==> src/rtl/vnsc_pkg.sv <==
// shared constants, register codes and the control struct of the seed cell chain
package vnsc_pkg;

   localparam int MAX_SEEDS_DEF  = 64;
   localparam int COORD_BITS_DEF = 12;

   localparam int SLOT_W      = 6;
   localparam int SLOT_LIMIT  = 64;
   localparam int WIDTH_W     = 13;
   localparam int COUNT_W     = 7;
   localparam int COLOR_W     = 32;
   localparam int DIST_OUT_W  = 25;
   localparam int LIMIT_W     = 2 * WIDTH_W;
   localparam int CSR_INDEX_W = 2;
   localparam int CSR_DATA_W  = 32;

   localparam logic [WIDTH_W-1:0] WIDTH_RESET = 13'd256;
   localparam logic [COUNT_W-1:0] COUNT_RESET = 7'd0;
   localparam logic [COLOR_W-1:0] EMPTY_RESET = 32'd0;

   localparam logic KIND_LOAD  = 1'b0;
   localparam logic KIND_QUERY = 1'b1;

   typedef enum logic [CSR_INDEX_W-1:0] {
      CSR_IMAGE_WIDTH = 2'd0,
      CSR_SEED_COUNT  = 2'd1,
      CSR_EMPTY_COLOR = 2'd2
   } csr_index_type;

   // control bits that travel with an item down the chain
   typedef struct packed {
      logic valid;
      logic query;
      logic hit;
   } item_ctrl_type;

endpackage

==> src/rtl/vnsc_cell.sv <==
// one seed cell: holds a seed, squares the offsets, then updates the running best
module vnsc_cell #(
   parameter int K          = 0,
   parameter int COORD_BITS = vnsc_pkg::COORD_BITS_DEF,
   parameter int CMP_W      = vnsc_pkg::LIMIT_W
) (
   input  logic                              clock,
   input  logic                              reset,
   input  logic                              advance,
   input  logic [vnsc_pkg::COUNT_W-1:0]      seed_count,
   input  logic [vnsc_pkg::LIMIT_W-1:0]      limit,
   input  vnsc_pkg::item_ctrl_type           in_ctrl,
   input  logic [vnsc_pkg::SLOT_W-1:0]       in_slot,
   input  logic [COORD_BITS-1:0]             in_sx,
   input  logic [COORD_BITS-1:0]             in_sy,
   input  logic [vnsc_pkg::COLOR_W-1:0]      in_color,
   input  logic [COORD_BITS-1:0]             in_px,
   input  logic [COORD_BITS-1:0]             in_py,
   input  logic [CMP_W-1:0]                  in_best_d,
   input  logic [vnsc_pkg::SLOT_W-1:0]       in_best_i,
   input  logic [vnsc_pkg::COLOR_W-1:0]      in_best_c,
   output vnsc_pkg::item_ctrl_type           out_ctrl,
   output logic [vnsc_pkg::SLOT_W-1:0]       out_slot,
   output logic [COORD_BITS-1:0]             out_sx,
   output logic [COORD_BITS-1:0]             out_sy,
   output logic [vnsc_pkg::COLOR_W-1:0]      out_color,
   output logic [COORD_BITS-1:0]             out_px,
   output logic [COORD_BITS-1:0]             out_py,
   output logic [CMP_W-1:0]                  out_best_d,
   output logic [vnsc_pkg::SLOT_W-1:0]       out_best_i,
   output logic [vnsc_pkg::COLOR_W-1:0]      out_best_c
);

   localparam int SQ_W = 2 * COORD_BITS;
   localparam logic [vnsc_pkg::SLOT_W-1:0] CELL_SLOT =
      vnsc_pkg::SLOT_W'(K % vnsc_pkg::SLOT_LIMIT);
   localparam bit SLOT_REACHABLE = (K < vnsc_pkg::SLOT_LIMIT);

   // stored seed, undefined until loaded
   logic [COORD_BITS-1:0]        seed_x_ff, seed_y_ff;
   logic [vnsc_pkg::COLOR_W-1:0] seed_c_ff;

   // first half: squared offsets
   vnsc_pkg::item_ctrl_type      a_ctrl_ff;
   logic [vnsc_pkg::SLOT_W-1:0]  a_slot_ff;
   logic [COORD_BITS-1:0]        a_sx_ff, a_sy_ff, a_px_ff, a_py_ff;
   logic [vnsc_pkg::COLOR_W-1:0] a_color_ff;
   logic [SQ_W-1:0]              a_dx2_ff, a_dy2_ff;
   logic [CMP_W-1:0]             a_best_d_ff;
   logic [vnsc_pkg::SLOT_W-1:0]  a_best_i_ff;
   logic [vnsc_pkg::COLOR_W-1:0] a_best_c_ff;

   // second half: running best
   vnsc_pkg::item_ctrl_type      b_ctrl_ff;
   logic [vnsc_pkg::SLOT_W-1:0]  b_slot_ff;
   logic [COORD_BITS-1:0]        b_sx_ff, b_sy_ff, b_px_ff, b_py_ff;
   logic [vnsc_pkg::COLOR_W-1:0] b_color_ff;
   logic [CMP_W-1:0]             b_best_d_ff;
   logic [vnsc_pkg::SLOT_W-1:0]  b_best_i_ff;
   logic [vnsc_pkg::COLOR_W-1:0] b_best_c_ff;

   logic                  load_here;
   logic [COORD_BITS-1:0] dx, dy;
   logic                  cell_on;
   logic [CMP_W-1:0]      cand_d, bound;
   logic                  take;

   vnsc_pkg::item_ctrl_type      b_ctrl_in;
   logic [CMP_W-1:0]             b_best_d_in;
   logic [vnsc_pkg::SLOT_W-1:0]  b_best_i_in;
   logic [vnsc_pkg::COLOR_W-1:0] b_best_c_in;

   assign load_here = SLOT_REACHABLE && in_ctrl.valid &&
                      (in_ctrl.query == vnsc_pkg::KIND_LOAD) && (in_slot == CELL_SLOT);
   assign dx = (in_px > seed_x_ff) ? (in_px - seed_x_ff) : (seed_x_ff - in_px);
   assign dy = (in_py > seed_y_ff) ? (in_py - seed_y_ff) : (seed_y_ff - in_py);

   always_ff @(posedge clock) begin
      if (advance && load_here) begin
         seed_x_ff <= in_sx;
         seed_y_ff <= in_sy;
         seed_c_ff <= in_color;
      end
   end

   always_ff @(posedge clock) begin
      if (reset) begin
         a_ctrl_ff <= '0;
      end else if (advance) begin
         a_ctrl_ff <= in_ctrl;
      end
   end

   always_ff @(posedge clock) begin
      if (advance) begin
         a_slot_ff   <= in_slot;
         a_sx_ff     <= in_sx;
         a_sy_ff     <= in_sy;
         a_color_ff  <= in_color;
         a_px_ff     <= in_px;
         a_py_ff     <= in_py;
         a_dx2_ff    <= SQ_W'(dx) * SQ_W'(dx);
         a_dy2_ff    <= SQ_W'(dy) * SQ_W'(dy);
         a_best_d_ff <= in_best_d;
         a_best_i_ff <= in_best_i;
         a_best_c_ff <= in_best_c;
      end
   end

   // strict compare keeps the lower slot on a tie
   assign cell_on = (32'(K) < 32'(seed_count));
   assign cand_d  = CMP_W'(a_dx2_ff) + CMP_W'(a_dy2_ff);
   assign bound   = a_ctrl_ff.hit ? a_best_d_ff : CMP_W'(limit);
   assign take    = a_ctrl_ff.valid && a_ctrl_ff.query && cell_on && (cand_d < bound);

   always_comb begin
      b_ctrl_in   = a_ctrl_ff;
      b_best_d_in = a_best_d_ff;
      b_best_i_in = a_best_i_ff;
      b_best_c_in = a_best_c_ff;
      if (take) begin
         b_ctrl_in.hit = 1'b1;
         b_best_d_in   = cand_d;
         b_best_i_in   = CELL_SLOT;
         b_best_c_in   = seed_c_ff;
      end
   end

   always_ff @(posedge clock) begin
      if (reset) begin
         b_ctrl_ff <= '0;
      end else if (advance) begin
         b_ctrl_ff <= b_ctrl_in;
      end
   end

   always_ff @(posedge clock) begin
      if (advance) begin
         b_slot_ff   <= a_slot_ff;
         b_sx_ff     <= a_sx_ff;
         b_sy_ff     <= a_sy_ff;
         b_color_ff  <= a_color_ff;
         b_px_ff     <= a_px_ff;
         b_py_ff     <= a_py_ff;
         b_best_d_ff <= b_best_d_in;
         b_best_i_ff <= b_best_i_in;
         b_best_c_ff <= b_best_c_in;
      end
   end

   assign out_ctrl   = b_ctrl_ff;
   assign out_slot   = b_slot_ff;
   assign out_sx     = b_sx_ff;
   assign out_sy     = b_sy_ff;
   assign out_color  = b_color_ff;
   assign out_px     = b_px_ff;
   assign out_py     = b_py_ff;
   assign out_best_d = b_best_d_ff;
   assign out_best_i = b_best_i_ff;
   assign out_best_c = b_best_c_ff;

endmodule

==> config.mk <==
export PLATFORM = sky130hd
export DESIGN_NAME = vnsc_cell
export DESIGN_NICKNAME = d
export VERILOG_FILES = /design/src/rtl/vnsc_pkg.sv /design/src/rtl/vnsc_cell.sv
export SDC_FILE = /design/constraint.sdc
export NUM_CORES = 1
export LEC_CHECK = 0
export BUFFER_PORTS_ARGS = -buffer_cell sky130_fd_sc_hd__buf_2
export CAP_MARGIN = 20
export CORE_ASPECT_RATIO = 0.75
export CORE_MARGIN = 1.5
export CORE_UTILIZATION = 25
export DETAILED_ROUTE_END_ITERATION = 7
export GPL_TIMING_DRIVEN = 0
export SLEW_MARGIN = 10
export SYNTH_ARGS = -nofsm -noshare
export SYNTH_HDL_FRONTEND = slang
export SYNTH_SLANG_ARGS = --single-unit
export TNS_END_PERCENT = 50
==> constraint.sdc <==
create_clock -name clock -period 11.2 [get_ports clock]
set_clock_uncertainty 0.15 [all_clocks]
set_input_delay 0 -clock clock [delete_from_list [all_inputs] [get_ports clock]]
set_output_delay 0 -clock clock [all_outputs]
set_load 0.03 [all_outputs]
# Yosys cells after proc, flatten, opt, wreduce, memory -nomap -nowiden
# Cells that the tools add are included.
dict set report word_totals {
  in_bits 189
  reg_bits 410
  wordCells 54
  output_inout_bits 153
}
dict set report classes {
  reduce_logical 7
  muxes 6
  addsub 5
  order_cmp 4
  n_bitwise 1
  multipliers 2
}
# cell n
set ops {}
lappend ops {{$mux 26} 2}
lappend ops {{$mul 12x12->24} 2}
lappend ops {{$sub 12x12->12} 4}
lappend ops {{$mux 32} 1}
lappend ops {{$lt 25x26->1} 1}
lappend ops {{$add 24x24->25} 1}
lappend ops {{$gt 12x12->1} 2}
lappend ops {{$mux 12} 2}
lappend ops {{$lt 1x7->1 const A} 1}
lappend ops {{$logic_and 1x1->1} 6}
lappend ops {{$logic_not 6->1} 1}
lappend ops {{$mux 1} 1}
lappend ops {{$not 1->1} 1}

# Longest topological paths before layout
dict set report logic_depth {
  word_depth 4
  ltp_mapped 34
  ltp_nobuf 32
}

# Worst setup path before layout
# OpenSTA, ideal clock, no wires.
dict set report synth_path {
  path_type {flip-flop to flip-flop}
  from {register seed_x_ff[0]}
  to {register a_dx2_ff[22], data pin}
  path_buffers 1
  setup_ns 0.259
  path_stages_with_launch 30
  path_slack_ns 3.379
  synth_period_minus_slack_ns 7.821
  t_arrival_ns 7.412
  required_time_ns 10.791
  cell_sequence {edfxtp_1 -> ha_1 -> fa_1 -> nand2b_1 -> a21oi_1 -> o211a_1 -> o2111a_2 -> o21a_1 -> buf_6 -> mux2_2 -> xor2_2 -> inv_2 -> or2_2 -> fa_1 -> inv_1 -> fa_1 -> inv_1 -> fa_1 -> inv_1 -> fa_1 -> inv_1 -> fa_1 -> inv_1 -> ha_1 -> or3_1 -> o21ai_0 -> a21oi_1 -> a41o_1 -> a221o_1 -> a211o_1}
}
dict set report synth_via {
  elab_chain_len 3
  word_cells_on_any_way 5
  cone_classes {2 x add/sub; 1 x mul; 1 x order compare; 1 x mux}
}
# item line_no
set synth_rtl {}
lappend synth_rtl {{start, declared} vnsc_cell.sv:40} ;# logic [COORD_BITS-1:0] seed_x_ff, seed_y_ff;
lappend synth_rtl {{start signal, assigned} vnsc_cell.sv:80} ;# seed_x_ff <= in_sx;
lappend synth_rtl {{$sub 12x12->12 or $gt 12x12->1 (tied branches)} vnsc_cell.sv:75} ;# assign dx = (in_px > seed_x_ff) ? (in_px - seed_x_ff) : (seed_x_ff - in_px);
lappend synth_rtl {{$mux 12 *} vnsc_cell.sv:75}
lappend synth_rtl {{$mul 12x12->24 *} vnsc_cell.sv:102} ;# a_dx2_ff <= SQ_W'(dx) * SQ_W'(dx);
lappend synth_rtl {{end signal, assigned} vnsc_cell.sv:102}
lappend synth_rtl {{end, declared} vnsc_cell.sv:48} ;# logic [SQ_W-1:0] a_dx2_ff, a_dy2_ff;
# Mark *: on every way between the ends. The rest lies on a longest branch, timed or not.
# A chain may end at the register's enable or synchronous reset.

# Worst setup path after layout
dict set report layout_path {
  from {register seed_y_ff[0]}
  to {register a_dy2_ff[22], data pin}
}
dict set report layout_via {
  elab_chain_len 3
  word_cells_on_any_way 5
  cone_classes {2 x add/sub; 1 x mul; 1 x order compare; 1 x mux}
}
# item line_no
set layout_rtl {}
lappend layout_rtl {{start, declared} vnsc_cell.sv:40}
lappend layout_rtl {{start signal, assigned} vnsc_cell.sv:81} ;# seed_y_ff <= in_sy;
lappend layout_rtl {{$sub 12x12->12 or $gt 12x12->1 (tied branches)} vnsc_cell.sv:76} ;# assign dy = (in_py > seed_y_ff) ? (in_py - seed_y_ff) : (seed_y_ff - in_py);
lappend layout_rtl {{$mux 12 *} vnsc_cell.sv:76}
lappend layout_rtl {{$mul 12x12->24 *} vnsc_cell.sv:103} ;# a_dy2_ff <= SQ_W'(dy) * SQ_W'(dy);
lappend layout_rtl {{end signal, assigned} vnsc_cell.sv:103}
lappend layout_rtl {{end, declared} vnsc_cell.sv:48}
# Marked as above.

==> flow_summary.json <==
{
  "outcome": "completed",
  "viasPerCell": 4.17,
  "areaGrowthSynthToFinish_pct": 32.2,
  "synth_most_common_cell": "edfxtp_1",
  "path_clk_slew_ns": 0.07,
  "cts_sinks": 408,
  "p_sw_uw": 4340,
  "finalCriticalPeriod_ns": 9.03,
  "cpPeakStageDelay_ns": 0.71,
  "insertion_delay_ns": 0.59,
  "die_w_um": 364,
  "pwr-share-comb_pct": 63.6,
  "worstMarginPinSlew_ns": 1.06,
  "vias": 16349,
  "hold_viol_final": 0,
  "final_util_pct": 33.3,
  "dp_hpwl_mm": 43.6,
  "max_freq_ghz": 0.111,
  "cts_htree_levels": 2,
  "antenna_found_initial": 4,
  "hold_ws_ns": 0.0168,
  "final_area_sq_um": 32400,
  "placeableCoreArea_sq_um": 97200,
  "drc": 0,
  "drive_above_1_share_pct": 21.0,
  "slew_headroom_pct": 29.0,
  "cts_tree": "built",
  "dieHeight_um": 274,
  "synth_top_cell_area_share_pct": 49.3,
  "fin_cells": 3922,
  "crit_fanout": 10,
  "synth_edf_count": 402,
  "synth_area_per_cell_sq_um": 13.0,
  "switching_share_pct": 42.7,
  "hold_path_class": "input port to register",
  "wl_mm": 58.1,
  "grt_max_degree": 114,
  "syn-instance-count": 1886,
  "cp_common_cell": "fa_1",
  "cts-root-buf": "clkbuf_16",
  "nets": 3137,
  "drtPass1Iterations": 5,
  "cp.required_ns": 11.37,
  "ir_drop_v": 0.000513,
  "slew_viol_final": 0,
  "post_dp_cell_area_sq_um": 28100,
  "grt_pass1_wl_mm": 89.5,
  "first_iter_violations": 1029,
  "r2r_start": "seed_y_ff[0]",
  "synth_top_area_cell": "edfxtp_1",
  "grt.total_usage_pct": 11.4,
  "synth_commonest_cells": "edfxtp_1, inv_1, ha_1",
  "ys_ff_latch": 408,
  "rsz0062_at_grt": "false",
  "synthArstFlopShare_pct": 0,
  "num_io_pins": 342,
  "cp-end-kind": "register",
  "startpoint_type": "register",
  "cts_made_buffers": 44,
  "p_leak_uw": 0.0139,
  "ys_seq_area_share_pct": 49.8,
  "power_uw": 10100,
  "power_density_nw_per_um2": 313,
  "internal-power_uw": 5810,
  "grt_pass1_vias": 16221,
  "postRouteAntennaNets": 0,
  "routedWlPerCell_um": 14.8,
  "n_antenna_cell": 0,
  "clk_path_buf_depth": 3,
  "post_cts_buffers": 0,
  "io_buffers": 341,
  "setup_violations": 0,
  "crit_type": "register to register",
  "netlist_area_sq_um": 24500,
  "overflow": 0,
  "die_area_sq_um": 99900,
  "synthDistinctLibCells": 69,
  "synthFlopType": "edfxtp_1",
  "start_util_pct": 25.2,
  "p_seq_share_pct": 21.9,
  "clkPwrFrac_pct": 14.5,
  "period_share_pct": 80.6,
  "place_congestion": 0.836,
  "crit_path_start": "seed_y_ff[0]",
  "worst_path_max_delay_cell": "xnor2_1",
  "hp-start": "in_best_d[0]",
  "dp_cells": 3555,
  "synth_nets": 2447,
  "ys_warn_count": 0,
  "ys_top_cells_by_area": "edfxtp_1, fa_1, ha_1",
  "fp-row-count": 99,
  "drv_cap": 0,
  "arrival_ns": 9.20
}
## layer usage
| metal | global-route usage (%) | up-vias | routed length [um] | part of all wire, % |
|---|---|---|---|---|
| li1 | - | 7883 | - | - |
| met1 | 15.7 | 7995 | 26600 | 46 |
| met2 | 18.3 | 388 | 26600 | 46 |
| met3 | 2.39 | 77 | 3660 | 6.3 |
| met4 | 2.97 | 6 | 1240 | 2.1 |
| met5 | 0 | - | 36 | 0.062 |
## sequential cells by signal, summed over array words and instances (netlist names), 23 cells and up
| register | count |
|---|---|
| out_best_c | 32 |
| a_color_ff | 32 |
| a_dy2_ff | 23 |
| out_color | 32 |
| out_best_d | 26 |
| a_best_c_ff | 32 |
| a_best_d_ff | 26 |
| seed_c_ff | 32 |
| a_dx2_ff | 23 |
## repair_timing
action	CTS	global route
resized for setup	0	0
hold buffers	288	0
endpoints found under the hold margin	402	0
setup endpoints to repair	0	0
## kinds of logic after synthesis
| family | count (synthesis) | share of synthesized area [%] |
|---|---|---|
| flip-flops | 408 | 49.8 |
| adder cells (fa/ha/maj) | 372 | 24.1 |
| multiplexers | 109 | 4.80 |
| AO/OA/AOI/OAI | 227 | 6.11 |
| AND/OR/NAND/NOR | 350 | 6.79 |
| buffers and inverters | 340 | 5.45 |
| XOR/XNOR | 80 | 3.01 |
## cell usage in the layout, fill, tap and decap left out, types with 6 or more instances in the layout
master,count
inv_1,290
clkbuf_1,23
ha_1,206
a211o_1,6
dfxtp_1,6
and3_1,7
inv_2,6
edfxtp_1,402
clkinv_1,9
o21bai_1,10
o211ai_1,6
nor2b_1,23
clkbuf_16,44
xnor2_1,47
buf_2,360
mux2i_1,44
or2_2,20
dlygate4sd3_1,288
nand2b_1,29
mux2_2,63
a21o_1,33
nand4_1,8
xor2_1,28
buf_6,6
a31o_2,6
fa_1,166
nor3_1,22
clkinv_2,6
a211oi_1,8
nand2_1,55
buf_4,11
o21ai_0,41
o21a_1,9
nor2_1,146
nand3_1,13
a21oi_1,67
## per-stage QoR
| step | setup TNS (ns) | setup slack [ns] |
|---|---|---|
| floorplan | 0 | 3.38 |
| global placement | -375.65 | -6.74 |
| detailed placement | 0 | 2.27 |
| CTS | 0 | 2.24 |
| global route | 0 | 1.68 |
| finish | 0 | 2.17 |
## final cells by class
class / instances / area, sq um
Fill cell: 9626 / 64800
Sequential cell: 408 / 12200
Multi-Input combinational cell: 1138 / 11000
Timing Repair Buffer: 644 / 4780
Tap cell: 1313 / 1640
Clock buffer: 52 / 1130
Inverter: 296 / 1110
Clock inverter: 27 / 324
Buffer: 44 / 224
## final timing paths
path	cells after the start	end	slack, ns
setup / recovery	28	a_dy2_ff[22]	2.17
hold / removal	2	a_best_d_ff[0]	0.02
setup reg to reg	28	a_dy2_ff[22]	2.17
hold reg to reg	0	out_sx[0]	0.26
## power groups by stage
stage / clock network, uW / registers (uW) / logic, uW
final: 1470 / 2230 / 6450
after global routing: 1570 / 2240 / 7390
after CTS: 1520 / 2230 / 6500
after detailed placement: 0 / 2260 / 6360
after global placement: 0 / 2270 / 6290
after floorplan: 0 / 2330 / 4850
## critical path: cells and delay by family, from the launching register on
family	cells	cell delay (ns)
AO/OA/AOI/OAI	9	2.35
adder cells (fa/ha/maj)	8	3.43
XOR/XNOR	2	0.87
AND/OR/NAND/NOR	4	0.76
flip-flops	1	0.35
buffers and inverters	5	0.83
Power figures use the tool's default switching activity.
